$ cat src/rtl/bapr_pkg.sv
// Package for the advertising report parser.
// Holds the header codes, field type codes and field widths; no dependencies.
package bapr_pkg;

  localparam int unsigned PosWidth   = 9;
  localparam int unsigned CountWidth = 5;
  localparam int unsigned AddrWidth  = 48;
  localparam int unsigned MaxNameDef = 30;

  // Header bytes and positions
  localparam logic [7:0] PktTypeEvent   = 8'h04;
  localparam logic [7:0] EvtLeMeta      = 8'h3E;
  localparam logic [7:0] SubAdvReport   = 8'h02;
  localparam logic [PosWidth-1:0] PosType    = 9'd0;
  localparam logic [PosWidth-1:0] PosEvent   = 9'd1;
  localparam logic [PosWidth-1:0] PosSubEvt  = 9'd3;
  localparam logic [PosWidth-1:0] PosAddrLo  = 9'd7;
  localparam logic [PosWidth-1:0] PosAddrHi  = 9'd12;
  localparam logic [PosWidth-1:0] PosDataLen = 9'd13;
  localparam logic [PosWidth-1:0] PosData    = 9'd14;
  localparam logic [PosWidth-1:0] PosSat     = 9'd511;

  // AD field types that carry the device name
  localparam logic [7:0] AdShortName    = 8'h08;
  localparam logic [7:0] AdCompleteName = 8'h09;

  // Result kinds
  localparam logic KindNameByte = 1'b0;
  localparam logic KindSummary  = 1'b1;

endpackage

$ cat src/rtl/ble_adv_report_parser.sv
// Advertising report parser: one byte in per cycle, name bytes and a summary out.
// The result of a byte transfer is loaded into the output register at that transfer.
// Throughput: 1 byte per cycle; the only stall is a held output the sink does not take.
// Reset (rst_ni low, asynchronous): parse state returns to the start of a packet,
//   header marked as matching, all captured fields zero, output register empty.
// Depends on bapr_pkg.
module ble_adv_report_parser
  import bapr_pkg::*;
#(
  parameter int unsigned MAX_NAME = MaxNameDef
) (
  input  logic                    clk_i,
  input  logic                    rst_ni,
  input  logic                    in_valid_i,
  output logic                    in_ready_o,
  input  logic [7:0]              data_byte_i,
  input  logic                    packet_end_i,
  output logic                    out_valid_o,
  input  logic                    out_ready_i,
  output logic                    kind_o,
  output logic [7:0]              name_byte_o,
  output logic [CountWidth-1:0]   name_index_o,
  output logic [AddrWidth-1:0]    device_address_o,
  output logic signed [7:0]       signal_strength_o,
  output logic [CountWidth-1:0]   name_length_o,
  output logic                    name_found_o,
  output logic                    rssi_present_o
);

  localparam logic [CountWidth-1:0] MaxNameC = CountWidth'(MAX_NAME);

  // Parse state, updated on every input transfer
  logic [PosWidth-1:0]   pos_q, pos_d;
  logic                  hdr_q, hdr_d;
  logic [AddrWidth-1:0]  addr_q, addr_d;
  logic [7:0]            len_q, len_d;
  logic [PosWidth-1:0]   nfo_q, nfo_d;       // offset of the next AD length byte
  logic [7:0]            fls_q, fls_d;       // length of the current AD field
  logic                  stop_q, stop_d;
  logic                  in_name_q, in_name_d;
  logic [CountWidth-1:0] cnt_q, cnt_d;
  logic                  seen_q, seen_d;
  logic [7:0]            rssi_q, rssi_d;
  logic                  rssi_ok_q, rssi_ok_d;

  // Output register
  logic                  out_valid_q;
  logic                  kind_q;
  logic [7:0]            nbyte_q;
  logic [CountWidth-1:0] nidx_q;
  logic [AddrWidth-1:0]  oaddr_q;
  logic [7:0]            orssi_q;
  logic [CountWidth-1:0] olen_q;
  logic                  ofound_q, opres_q;

  logic                  in_xfer;
  logic                  emit_name, emit_sum;
  logic [PosWidth-1:0]   d;
  logic                  in_data, in_rssi;
  logic [PosWidth:0]     nfo_p1, nfo_p2, name_end;

  // Accept a new byte whenever the output slot is free or being drained
  assign in_ready_o = !out_valid_q || out_ready_i;
  assign in_xfer    = in_valid_i && in_ready_o;

  assign d       = pos_q - PosData;
  assign in_data = (pos_q >= PosData) && (pos_q != PosSat) && (d < {1'b0, len_q});
  assign in_rssi = (pos_q >= PosData) && (pos_q != PosSat) && (d == {1'b0, len_q});
  assign nfo_p1  = {1'b0, nfo_q} + 10'd1;

  always_comb begin
    hdr_d     = hdr_q;
    addr_d    = addr_q;
    len_d     = len_q;
    nfo_d     = nfo_q;
    fls_d     = fls_q;
    stop_d    = stop_q;
    in_name_d = in_name_q;
    seen_d    = seen_q;
    rssi_d    = rssi_q;
    rssi_ok_d = rssi_ok_q;
    emit_name = 1'b0;

    // Header check on the type, event and subevent bytes
    if ((pos_q == PosType && data_byte_i != PktTypeEvent) ||
        (pos_q == PosEvent && data_byte_i != EvtLeMeta) ||
        (pos_q == PosSubEvt && data_byte_i != SubAdvReport)) begin
      hdr_d = 1'b0;
    end

    // Shift the address in, first byte lowest
    if (pos_q >= PosAddrLo && pos_q <= PosAddrHi) begin
      addr_d = addr_q | ({{(AddrWidth-8){1'b0}}, data_byte_i} << {pos_q - PosAddrLo, 3'b000});
    end

    if (pos_q == PosDataLen) begin
      len_d = data_byte_i;
    end

    // Walk the length-type-value fields until a name field or a zero length
    if (in_data && !stop_q) begin
      if (d == nfo_q) begin
        if (data_byte_i == 8'd0) begin
          stop_d = 1'b1;
        end else begin
          fls_d = data_byte_i;
        end
      end else if ({1'b0, d} == nfo_p1) begin
        if (data_byte_i == AdShortName || data_byte_i == AdCompleteName) begin
          seen_d    = 1'b1;
          in_name_d = 1'b1;
          stop_d    = 1'b1;
        end else begin
          nfo_d = nfo_q + {1'b0, fls_q} + 9'd1;
        end
      end
    end

    nfo_p2   = {1'b0, nfo_d} + 10'd2;
    name_end = {1'b0, nfo_d} + 10'd1 + {2'b00, fls_d};

    // Stream name bytes that lie inside both the name field and the data
    if (in_data && in_name_d && hdr_d && !packet_end_i &&
        {1'b0, d} >= nfo_p2 && {1'b0, d} < name_end && cnt_q < MaxNameC) begin
      emit_name = 1'b1;
    end

    if (in_rssi) begin
      rssi_d    = data_byte_i;
      rssi_ok_d = 1'b1;
    end

    emit_sum = packet_end_i && hdr_d && (pos_q >= PosSubEvt);
    cnt_d    = emit_name ? cnt_q + 5'd1 : cnt_q;
    pos_d    = (pos_q == PosSat) ? pos_q : pos_q + 9'd1;
  end

  // Parse state: advance on each transfer, return to start after the last byte
  always_ff @(posedge clk_i or negedge rst_ni) begin
    if (!rst_ni) begin
      pos_q     <= '0;
      hdr_q     <= 1'b1;
      addr_q    <= '0;
      len_q     <= '0;
      nfo_q     <= '0;
      fls_q     <= '0;
      stop_q    <= 1'b0;
      in_name_q <= 1'b0;
      cnt_q     <= '0;
      seen_q    <= 1'b0;
      rssi_q    <= '0;
      rssi_ok_q <= 1'b0;
    end else if (in_xfer) begin
      if (packet_end_i) begin
        pos_q     <= '0;
        hdr_q     <= 1'b1;
        addr_q    <= '0;
        len_q     <= '0;
        nfo_q     <= '0;
        fls_q     <= '0;
        stop_q    <= 1'b0;
        in_name_q <= 1'b0;
        cnt_q     <= '0;
        seen_q    <= 1'b0;
        rssi_q    <= '0;
        rssi_ok_q <= 1'b0;
      end else begin
        pos_q     <= pos_d;
        hdr_q     <= hdr_d;
        addr_q    <= addr_d;
        len_q     <= len_d;
        nfo_q     <= nfo_d;
        fls_q     <= fls_d;
        stop_q    <= stop_d;
        in_name_q <= in_name_d;
        cnt_q     <= cnt_d;
        seen_q    <= seen_d;
        rssi_q    <= rssi_d;
        rssi_ok_q <= rssi_ok_d;
      end
    end
  end

  // Output valid: load on a result, drop once the sink takes it
  always_ff @(posedge clk_i or negedge rst_ni) begin
    if (!rst_ni) begin
      out_valid_q <= 1'b0;
    end else if (in_xfer) begin
      out_valid_q <= emit_name || emit_sum;
    end else if (out_ready_i) begin
      out_valid_q <= 1'b0;
    end
  end

  // Output payload: hold unless a new result is loaded
  always_ff @(posedge clk_i) begin
    if (in_xfer && (emit_name || emit_sum)) begin
      if (emit_sum) begin
        kind_q   <= KindSummary;
        nbyte_q  <= '0;
        nidx_q   <= '0;
        oaddr_q  <= addr_d;
        orssi_q  <= rssi_d;
        olen_q   <= cnt_q;
        ofound_q <= seen_d;
        opres_q  <= rssi_ok_d;
      end else begin
        kind_q   <= KindNameByte;
        nbyte_q  <= data_byte_i;
        nidx_q   <= cnt_q;
        oaddr_q  <= '0;
        orssi_q  <= '0;
        olen_q   <= '0;
        ofound_q <= 1'b0;
        opres_q  <= 1'b0;
      end
    end
  end

  assign out_valid_o       = out_valid_q;
  assign kind_o            = kind_q;
  assign name_byte_o       = nbyte_q;
  assign name_index_o      = nidx_q;
  assign device_address_o  = oaddr_q;
  assign signal_strength_o = $signed(orssi_q);
  assign name_length_o     = olen_q;
  assign name_found_o      = ofound_q;
  assign rssi_present_o    = opres_q;

endmodule

$ cat config.mk
export PLATFORM = sky130hd
export DESIGN_NAME = ble_adv_report_parser
export DESIGN_NICKNAME = d
export VERILOG_FILES = /design/src/rtl/bapr_pkg.sv /design/src/rtl/ble_adv_report_parser.sv
export SDC_FILE = /design/constraint.sdc
export NUM_CORES = 1
export LEC_CHECK = 0
export BUFFER_PORTS_ARGS = -buffer_cell sky130_fd_sc_hd__buf_2
export CAP_MARGIN = 20
export CORE_UTILIZATION = 50
export DETAILED_ROUTE_END_ITERATION = 6
export PLACE_DENSITY = 0.79
export SETUP_SLACK_MARGIN = 0.05
export SLEW_MARGIN = 20
export SYNTH_ARGS = -nofsm -noshare
export SYNTH_HDL_FRONTEND = slang
export SYNTH_SLANG_ARGS = --single-unit
$ cat constraint.sdc
create_clock -name clk_i -period 10.6 [get_ports clk_i]
set_input_delay 1.06 -clock clk_i [delete_from_list [all_inputs] [get_ports clk_i]]
set_output_delay 1.06 -clock clk_i [all_outputs]
set_load 0.01 [all_outputs]
==> qor.txt, run 1 <==
Max Root-Sink Buffers = 2
Critical setup path kind = reg2reg
Largest net degree at the start of global routing = 73
Final std cells w/o fill = 1184
Slowest-stage cell, CP = nor3_4
R2R Setup Slk = 1970 ps
CTS sink count = 178
Failing checks = DRC
Post-Syn Area per Cell = 10.93 um^2
Layout cells sized above 1 = 17.68%
Final nets = 1002
Clk Latency, worst-skew pair = 440 ps
Vert. Die Dim = 140.1 um
Period utilisation layout = 81.38%
Fraction of the mapped netlist area in simple logic gates = 13.26%
DR pass1 iterations = 7
Post-synthesis mux area share = 2.950%
CTS Buf Count = 17
Die Area = 0.01964 mm^2
Clock Skew = 8.650 ps
Top FF cell, synth = dfrtp_1
Post-synthesis xor/xnor area fraction = 4.485%
Post_cts resized = 0
Critical Path End Type = flop
Pleak = 4.590 nW
WL per Instance = 18.86 um
Antenna violations before repair = 0
RSZ-0062 raised after global routing = no
Hold/Removal Path Class = reg2reg
Post-synth EDFFs = 77
Req. time, crit path = 10670 ps
Avg Vias per Cell = 5.970
Final wirelength = 22.33 mm
Area of the multi-input gates = 0.004377 mm^2
Postcts setup bufs = 0
Storage cell area = 0.004841 mm^2
Final setup violation count = 0
First-pass GRT wire length = 36.09 mm
Placed cells = 1152
DP Area = 0.01017 mm^2
Worst IR Drop VDD = 111.1 uV
Clock root buffer = clkbuf_16
Ant diodes = 0
Die X = 140.1 um
Yosys warns = 0
ANT nets after route = 0
Asr flop ratio synth = 56.74%
H-tree Lvls = 4
FMAX = 0.1159 GHz
Layout fillers = 1503
Distinct cells, synth = 75
Final Cell Area = 0.01079 mm^2
CORE AREA = 0.01871 mm^2
Synth Area in Adders = 6.976%
CP Launch Type = flop
WP data arrival = 8700 ps
Max incr delay on CP = 680 ps
Seq/Total Area, Yosys = 50.73%
Outcome = complete, but fails checks
Starting Density = 51.01%
Dpl hpwl = 15.06 mm
Most frequent CP cell = ha_1
Post-Syn Nets = 938
P&R area growth vs syn = 13.05%
Worst-margin pin slew = 1087 ps
Critical path peak fanout = 58
Ports = 92
Final TNS setup = 0 ps
DRT iter0 DRCs = 483
Synth Area in Compound Gates = 17.70%
Remaining DRCs = 1
# hold bufs at CTS = 0
Post-synthesis register bit count = 178
Tmin final = 8626 ps
MaxCap Viol Count = 0
Clk pin slew, worst setup/hold paths = 70 ps
RD Place Congestion = 0.9195
Vias = 7069
Power per Cell Area = 137.1 mW/mm^2
IO buf count = 91
Combinational family with the most area after synthesis = compound AO/OA/AOI/OAI gates
Max-slew headroom = 26.95%
Num rows = 50
Number of global-route vias before repair = 6847
Grt total ovfl = 0
Total track usage = 23.80%
Gate Count Post-Synth = 873
Mapped Area = 0.009542 mm^2
Max Slew Vio Count = 0
CTS tree = done
Final hold violations = 0
==> path summary, 6_finish.rpt <==
check                           from  cells past startpoint                   end
max                         pos_q[2]                     27  device_address_o[32]
min                        rssi_q[7]                      2             rssi_q[7]
max reg2reg                 pos_q[2]                     27  device_address_o[32]
min reg2reg                rssi_q[7]                      2             rssi_q[7]
max in group asynchronous     rst_ni                      2            addr_q[40]
min in group asynchronous     rst_ni                      1              nfo_q[3]
==> worst max-delay path, delay by kind of cell, from the launching register on <==
family	cells	cell delay, ps
adders and majority gates	4	1210
buffers and inverters	1	670
xor gates and xnor gates	1	360
AOI/OAI and AO/OA	13	3110
muxes	1	290
DFF	1	560
and+or+nand+nor	7	2020
==> layout make-up <==
class,instances,share of cell area [%]
Inverter,38,1.322
Clock inverter,15,1.694
Timing Repair Buffer,100,4.872
Multi-Input combinational cell,602,40.58
Tap cell,234,2.714
Clock buffer,17,3.944
Sequential cell,178,44.88
==> placed cells by master, fill, tap and decap left out, drive strengths merged, types with 5 or more instances in the layout <==
cell type    n
mux2i       15
buf        100
a22o        73
a21oi       69
o22ai        8
nand2       34
clkinv       7
nand4        8
nand2b       6
nor2       106
inv         45
ha          50
dfrtp      100
nand3       16
xnor2       22
mux2        11
edfxtp      77
or3          5
a21o         8
o21ai       28
o21a         7
o211ai       7
nor4         7
nor3        17
xnor3        5
nor2b        8
xor2        14
and2        17
clkbuf      17
and3         6
==> cell families (layout without fill, tap and decap cells) <==
group / Yosys count / count (layout)
mux: 26 / 26
buf+inv: 93 / 170
flops: 178 / 178
compound gates: 232 / 232
fa+ha+maj: 52 / 52
simple gates: 251 / 251
xor+xnor: 41 / 41
==> metrics by stage <==
stage | hold WS, ps | total power [mW] | setup WS, ps | util (%)
2_1_floorplan | 442.2 | 0.8192 | 992.6 | -
3_3_place_gp | 457.1 | 0.8563 | 2220 | 54.31
3_5_place_dp | 468.7 | 0.8590 | 1982 | 54.38
4_1_cts | 485.0 | 1.486 | 1937 | 57.63
5_1_grt | 510.3 | 1.531 | 1048 | 57.67
6_report | 479.5 | 1.479 | 1974 | 57.67
==> registers in the layout, summed over array words and instances, names as in the netlist, 5 cells and up <==
name               cells
fls_q                  8
signal_strength_o      8
len_q                  8
name_byte_o            8
rssi_q                 8
device_address_o      48
nfo_q                  9
cnt_q                  5
pos_q                  9
addr_q                48
name_index_o           5
name_length_o          5
==> per-layer routing <==
metal / wire [um] / vias up / track usage [%]
li1: - / 3331 / -
met2: 10330 / 246 / 37.45
met4: 583 / 0 / 9.254
met1: 10030 / 3446 / 32.60
met5: 0 / - / 0
met3: 1387 / 46 / 4.615
==> report_power, final <==
| group | total, mW | switching (mW) | internal, mW |
|---|---|---|---|
| sequential | 0.736 | 0.0103 | 0.726 |
| combinational | 0.110 | 0.0784 | 0.0316 |
| clock | 0.633 | 0.312 | 0.322 |
| total | 1.48 | 0.401 | 1.08 |
==> synth_stat cells (5+ instances only) <==
library cell	count	area, um^2
clkbuf_1	45	168.9
mux2_2	10	112.6
or3_1	5	31.28
mux2i_1	14	140.1
nand2b_1	6	37.54
o21ai_0	25	125.1
xnor3_1	5	112.6
edfxtp_1	77	2312
nor2b_1	8	50.05
nand3_1	16	80.08
o21a_1	7	52.55
nor4_1	6	37.54
a22o_1	73	639.4
o211ai_1	6	45.04
nand2_1	33	123.9
and3_1	6	37.54
ha_1	50	625.6
xnor2_1	22	192.7
o22ai_1	8	50.05
nand4_1	8	50.05
and2_1	16	100.1
a21oi_1	69	345.3
dfrtp_1	100	2502
a21o_1	8	60.06
inv_1	36	135.1
nor2_1	106	397.9
nor3_1	15	75.07
xor2_1	14	122.6
(Power assumes the default switching activity.)
==> inputs of run 2 (changes only) <==
--- a/config.mk
+++ b/config.mk
@@ -9,7 +9,7 @@
 export CAP_MARGIN = 20
 export CORE_UTILIZATION = 50
 export DETAILED_ROUTE_END_ITERATION = 6
-export PLACE_DENSITY = 0.79
+export PLACE_DENSITY = 0.82
 export SETUP_SLACK_MARGIN = 0.05
 export SLEW_MARGIN = 20
 export SYNTH_ARGS = -nofsm -noshare
==> constraint.sdc (replaced) <==
create_clock -name clk_i -period 7.8 [get_ports clk_i]
set_input_delay 0.78 -clock clk_i [delete_from_list [all_inputs] [get_ports clk_i]]
set_output_delay 0.78 -clock clk_i [all_outputs]
set_load 0.01 [all_outputs]
==> run 2 against run 1 <==
Effect of this change:
- the flow now finishes without violations
- largest cell class unchanged
- register-to-register slack worse by 1500 ps
- count of clock-buffer cells in the layout stayed put
- routed wire length rose by 6.3%
- flip-flop and latch count unchanged
- first-iteration DRC count rose by 19%
- critical path depth increased by 1
- via count grew 4.0%
- utilization up 1.1 points
- clock skew rose by 2.5 ps
- non-clock buffer count up 27
- die area unchanged
- worst hold slack got worse by 220 ps
==> qor.txt, run 2 (synthesis gave the netlist of run 1 again) <==
H-tree Lvls = 4 (unchanged)
Storage cell area = 0.004842 mm^2 (about the same)
Post-route total power = 2.015 mW (+36%)
MaxCap Viol Count = 0 (unchanged)
Worst Path Buf+Inv = 3 (+2)
Req. time, crit path = 7940 ps (-2730 ps)
Clk pin slew, worst setup/hold paths = 80 ps (about the same)
Final nets = 1029 (+2.7%)
Layout fillers = 1484 (-1.3%)
Most common cell after layout, fill and taps aside = nor2_1
Power per Cell Area = 183.4 mW/mm^2 (+34%)
Final TNS setup = 0 ps (unchanged)
Period utilisation layout = 94.31% (+13 points)
RSZ-0062 raised after global routing = no
Clk Latency, worst-skew pair = 440 ps (about the same)
DRT iter0 DRCs = 577 (+19%)
Tmin final = 7356 ps (-1270 ps)
Critical setup path kind = reg2reg
CP top delay family = compound AO/OA/AOI/OAI gates
ANT nets after route = 0 (unchanged)
Final hold violations = 0 (unchanged)
Num rows = 50 (unchanged)
Critical path peak fanout = 13 (-78%)
Most frequent cells in the layout = nor2_1 (106), dfrtp_1 (99), buf_2 (90)
Die Area = 0.01964 mm^2 (unchanged)
First-pass GRT wire length = 38.16 mm (+5.7%)
P&R area growth vs syn = 15.20%
Worst-margin pin slew = 1099 ps (+11.88 ps)
RD Place Congestion = 0.9840 (+7.0%)
# hold bufs at CTS = 0 (unchanged)
Grt total ovfl = 0 (unchanged)
Setup slack after layout = 443.8 ps (-1530 ps)
Largest net degree at the start of global routing = 74 (+1.4%)
CTS sink count = 178 (unchanged)
Hold/Removal Path Class = in2async
Final wirelength = 23.75 mm (+6.3%)
Remaining DRCs = 0 (-1)
Placed cells = 1175 (+2.0%)
Starting Density = 51.01% (unchanged)
Layout cells sized above 1 = 19.96% (+2.3 points)
Clock root buffer = clkbuf_16
Final setup violation count = 0 (unchanged)
CORE AREA = 0.01871 mm^2 (unchanged)
Die X = 140.1 um (unchanged)
Ant diodes = 0 (unchanged)
Ports = 92 (unchanged)
WP data arrival = 7500 ps (-1200 ps)
Slowest-stage cell, CP = dfrtp_2
Critical Path End Type = flop
Final std cells w/o fill = 1211 (+2.3%)
IO buf count = 91 (unchanged)
Outcome = completed
Vert. Die Dim = 140.1 um (unchanged)
Max Root-Sink Buffers = 2 (unchanged)
FMAX = 0.1359 GHz (+17%)
Vias = 7350 (+4.0%)
Avg Vias per Cell = 6.069 (+1.7%)
WL per Instance = 19.61 um (+4.0%)
Clock Skew = 11.16 ps (+2.509 ps)
Pleak = 4.718 nW (+2.8%)
Total track usage = 25.13% (+1.3 points)
Max-slew headroom = 26.16% (-0.80 points)
Max Slew Vio Count = 0 (unchanged)
Max incr delay on CP = 500 ps (-180 ps)
CTS tree = done
Pre-CTS WS = 148.2 ps (-1834 ps)
CTS Buf Count = 17 (unchanged)
Antenna violations before repair = 0 (unchanged)
Worst IR Drop VDD = 144.2 uV (+30%)
Dpl hpwl = 16.04 mm (+6.5%)
DR pass1 iterations = 5 (-2)
Area of the multi-input gates = 0.004378 mm^2 (about the same)
CP Launch Type = flop
Number of global-route vias before repair = 7171 (+4.7%)
==> run 2: cell types whose count changed in the layout (fill, tap and decap cells not counted), sizes merged <==
cell,previous run,this run
clkinv,7,6
inv,45,46
buf,100,127
==> run 2: cell type report <==
class                      count  area share [%]
clock buffer                  17           3.870
clock inverter                15           1.616
inverter                      38           1.298
multi-input combinational    602           39.83
sequential                   178           44.05
tap                          234           2.664
timing repair buffer         127           6.670
==> run 2: worst reg2reg max path, delay by kind of cell (launching register included) <==
| kind | cells | cell delay [ps] |
|---|---|---|
| buffers and inverters | 3 | 660 |
| XOR/XNOR | 1 | 410 |
| flip-flops | 1 | 500 |
| multiplexers | 1 | 300 |
| AO/OA/AOI/OAI | 11 | 2440 |
| AND/OR/NAND/NOR | 9 | 1900 |
| adder cells (fa/ha/maj) | 3 | 860 |
==> run 2: timing repair <==
item,CTS,global route
buffers inserted,0,4
resized for setup,0,4
setup endpoints to repair,0,77
==> run 2: where the power goes <==
part / internal, mW / switching, mW / leakage, nW / total (mW)
Clock: 0.437 / 0.421 / 0.293 / 0.857
Sequential: 0.986 / 0.00968 / 2.18 / 0.996
Combinational: 0.0488 / 0.113 / 2.24 / 0.162
Total: 1.47 / 0.544 / 4.72 / 2.02
==> run 2: per-stage QoR <==
stage	area [um^2]	utilization [%]	hold slack, ps
final	10990	58.76	256.0
after global routing	10990	58.76	280.3
after CTS	10940	58.49	267.5
after detailed placement	10340	55.26	466.5
after global placement	10330	55.22	455.2
after floorplan	9553	-	442.2
==> run 2: path summary, 6_finish.rpt <==
| kind | from | to | slack [ps] | cells past startpoint |
|---|---|---|---|---|
| hold reg to reg | rssi_ok_q | rssi_ok_q | 480 | 1 |
| min in group clk_i | rssi_ok_q | rssi_ok_q | 480 | 1 |
| setup / recovery | pos_q[1] | rssi_present_o | 440 | 28 |
| setup reg to reg | pos_q[1] | rssi_present_o | 440 | 28 |
| hold / removal | rst_ni | fls_q[0] | 260 | 1 |
| max in group asynchronous | rst_ni | seen_q | 6280 | 2 |
==> run 2: layer usage <==
metal,vias to the layer above,global-route usage [%],routed length [um]
met2,320,41.84,11540
met1,3588,32.13,9898
met4,0,11.16,844
met3,55,4.513,1469
met5,-,0,0
li1,3387,-,-
==> inputs of run 3 (changes only) <==
--- a/config.mk
+++ b/config.mk
@@ -5,6 +5,7 @@
 export SDC_FILE = /design/constraint.sdc
 export NUM_CORES = 1
 export LEC_CHECK = 0
+export ABC_AREA = 1
 export BUFFER_PORTS_ARGS = -buffer_cell sky130_fd_sc_hd__buf_2
 export CAP_MARGIN = 20
 export CORE_UTILIZATION = 50
==> run 3 against run 2 <==
Effect of this change:
- combinational power up 130%
- via count up 18%
- die area up 4.4%
- worst hold slack improved by 78 ps
- sequential power barely moved
- count of clock-buffer cells in the layout increased by 1
- synthesized area rose by 4.5%
- non-clock buffer count fell by 23
- final cell count up 26%
- critical endpoint is now device_address_o[47]
- largest cell class unchanged
==> qor.txt, run 3 <==
WL per Instance = 17.11 um (-13%)
CTS sink count = 178 (unchanged)
Req. time, crit path = 7890 ps (-50 ps)
Final TNS setup = 0 ps (unchanged)
Seq/Total Area, Yosys = 48.56% (-2.2 points)
Setup slack after layout = 1564 ps (+1120 ps)
Starting Density = 51.05% (about the same)
Grt total ovfl = 0 (unchanged)
Dpl hpwl = 18.36 mm (+14%)
Ant diodes = 0 (unchanged)
Vert. Die Dim = 143.2 um (+2.2%)
Switching power total = 0.6958 mW (+28%)
Outcome = completed
Distinct cells, synth = 54 (-28%)
Worst IR Drop VDD = 177.6 uV (+23%)
WP data arrival = 6320 ps (-1180 ps)
Clock root buffer = clkbuf_16
Most frequent cells in the layout = nand2_1 (261), nor2_1 (130), a21oi_1 (110)
Tmin final = 6236 ps (-1120 ps)
# hold bufs at CTS = 0 (unchanged)
Power per Cell Area = 197.1 mW/mm^2 (+7.5%)
Yosys warns = 0 (unchanged)
Post-synthesis register bit count = 178 (unchanged)
Most common cell after layout, fill and taps aside = nand2_1
Top FF cell, synth = dfrtp_1
MaxCap Viol Count = 0 (unchanged)
Asr flop ratio synth = 56.74% (unchanged)
Final nets = 1315 (+28%)
Area of the multi-input gates = 0.004547 mm^2 (+3.9%)
RSZ-0062 raised after global routing = no
CTS Buf Count = 17 (unchanged)
Most frequent CP cell = ha_1
Top-count cell post-synth = nand2_1
CP Launch Type = flop
Vias = 8706 (+18%)
Storage cell area = 0.004841 mm^2 (about the same)
Final wirelength = 26.15 mm (+10%)
H-tree Lvls = 4 (unchanged)
Max Root-Sink Buffers = 2 (unchanged)
Max incr delay on CP = 430 ps (-70 ps)
DR pass1 iterations = 6 (+1)
Remaining DRCs = 0 (unchanged)
Post-synth EDFFs = 77 (unchanged)
Switching part of the total = 31.18% (+4.2 points)
Postcts setup bufs = 0 (unchanged)
Reg power frac = 46.0% (-3.4 points)
Max Slew Vio Count = 0 (unchanged)
Num rows = 51 (+2.0%)
Die X = 143.2 um (+2.2%)
Layout fillers = 1693 (+14%)
CORE AREA = 0.01953 mm^2 (+4.4%)
Total track usage = 26.23% (+1.1 points)
FMAX = 0.1604 GHz (+18%)
Ports = 92 (unchanged)
Post-Syn Area per Cell = 8.556 um^2 (-22%)
Final hold violations = 0 (unchanged)
Critical Path End Type = flop
First-pass GRT wire length = 40.71 mm (+6.7%)
Mapped Area = 0.009968 mm^2 (+4.5%)
Fin util = 57.96% (-0.80 points)
Slowest-stage cell, CP = nand2_1
Post-Syn Nets = 1230 (+31%)
Clock Skew = 11.83 ps (+0.6753 ps)
CTS tree = done
Worst hold slack = 333.7 ps (+77.74 ps)
Avg Vias per Cell = 5.698 (-6.1%)
Clk pin slew, worst setup/hold paths = 70 ps (about the same)
Largest net degree at the start of global routing = 78 (+5.4%)
Area contributors post-synth = dfrtp_1 (25%), edfxtp_1 (23%), nand2_1 (9.9%), ha_1 (6.3%), a21oi_1 (5.5%)
Antenna violations before repair = 0 (unchanged)
Yosys top cell by area = dfrtp_1
Most frequent cells after synthesis = nand2_1 (262), nor2_1 (130), a21oi_1 (110)
Worst-margin pin slew = 982.4 ps (-116.8 ps)
Layout cells sized above 1 = 15.76% (-4.2 points)
RD Place Congestion = 0.9512 (-3.3%)
Die Area = 0.02050 mm^2 (+4.4%)
Worst Path Buf+Inv = 4 (+1)
Pre-CTS WS = 1749 ps (+1601 ps)
IO buf count = 91 (unchanged)
Clk Latency, worst-skew pair = 440 ps (about the same)
DRT iter0 DRCs = 837 (+45%)
Comb pwr share = 16.4% (+8.3 points)
Final setup violation count = 0 (unchanged)
Number of global-route vias before repair = 8032 (+12%)
Critical path peak fanout = 77 (+64)
CP top delay family = simple AND/OR/NAND/NOR gates
Post-synth top area share = 25.10% (-1.1 points)
Max-slew headroom = 34.43% (+8.3 points)
Total internal power = 1.535 mW (+4.3%)
ANT nets after route = 0 (unchanged)
Period utilisation layout = 79.95% (-14 points)
P&R area growth vs syn = 13.54%
Gate Count Post-Synth = 1165 (+33%)
Clk pwr share = 37.6% (-4.9 points)
Pleak = 4.893 nW (+3.7%)
Hold/Removal Path Class = in2async
Critical setup path kind = reg2reg
Post_cts resized = 0 (unchanged)
[run 3: cell types whose count changed in the layout (fill, tap and decap cells not counted), moves of 14 or more]
cell,before,now
mux2i_1,14,0
nand2_1,33,261
nor4_1,5,19
inv_1,36,101
a31oi_1,4,18
a22o_1,73,0
inv_2,1,15
xnor2_1,22,5
nor2_1,106,130
and2_1,16,1
a21oi_1,68,110
nand3_1,16,50
buf_4,34,13
o21ai_0,24,45
[run 3: kinds of logic (layout without fill, tap and decap cells)]
kind of cell / count (synthesis) / count (layout) / share of synthesized area [%]
buf+inv: 158 / 256 / 6.088
compound gates: 225 / 225 / 12.72
simple gates: 533 / 533 / 24.29
xor+xnor: 19 / 19 / 1.669
fa+ha+maj: 52 / 52 / 6.678
flops: 178 / 178 / 48.56
[run 3: area by class of cell]
cell class              count  area share (%)
inverters                 120           3.980
clock inverters            14           1.249
clock buffers              18           3.880
well taps                 265           2.929
multi-input cells         829           40.17
flip-flops and latches    178           42.77
repair buffers            104           5.019
[run 3: worst reg2reg max path, delay by kind of cell (launching register included)]
kind	cells	cell delay, ps
simple gates	13	1680
compound gates	9	1600
fa+ha+maj	4	1250
buf+inv	4	800
flops	1	320
xor+xnor	1	140
[run 3: layer usage]
layer / global-route usage (%) / wire [um]
met2: 42.31 / 12300
met4: 12.56 / 1102
met5: 0 / 0
met1: 33.78 / 10840
met3: 5.198 / 1902
[run 3: through the flow]
step                total power, mW  instances  cell area [um^2]
finish                        2.231       1528             11320
CTS                           2.229       1528             11320
detailed placement            1.401       1496             10740
global placement              1.395       1496             10740
floorplan                     1.275       1165              9968
global route                  2.310       1528             11320
[run 3: power groups by stage]
stage | combinational [mW] | sequential (mW) | clock, mW
6_report | 0.365 | 1.03 | 0.840
4_1_cts | 0.357 | 1.03 | 0.846
3_5_place_dp | 0.356 | 1.05 | 0
3_3_place_gp | 0.350 | 1.04 | 0
5_1_grt | 0.401 | 1.03 | 0.879
2_1_floorplan | 0.218 | 1.06 | 0
[run 3: final timing paths]
| path | from | endpoint | slack (ps) | cells after the start |
|---|---|---|---|---|
| min | rst_ni | nfo_q[2] | 330 | 1 |
| max reg2reg | pos_q[0] | device_address_o[47] | 1560 | 31 |
| min reg2reg | len_q[6] | len_q[6] | 490 | 2 |
| min in group clk_i | len_q[6] | len_q[6] | 490 | 2 |
| max in group asynchronous | rst_ni | len_q[4] | 6200 | 2 |
| max | pos_q[0] | device_address_o[47] | 1560 | 31 |
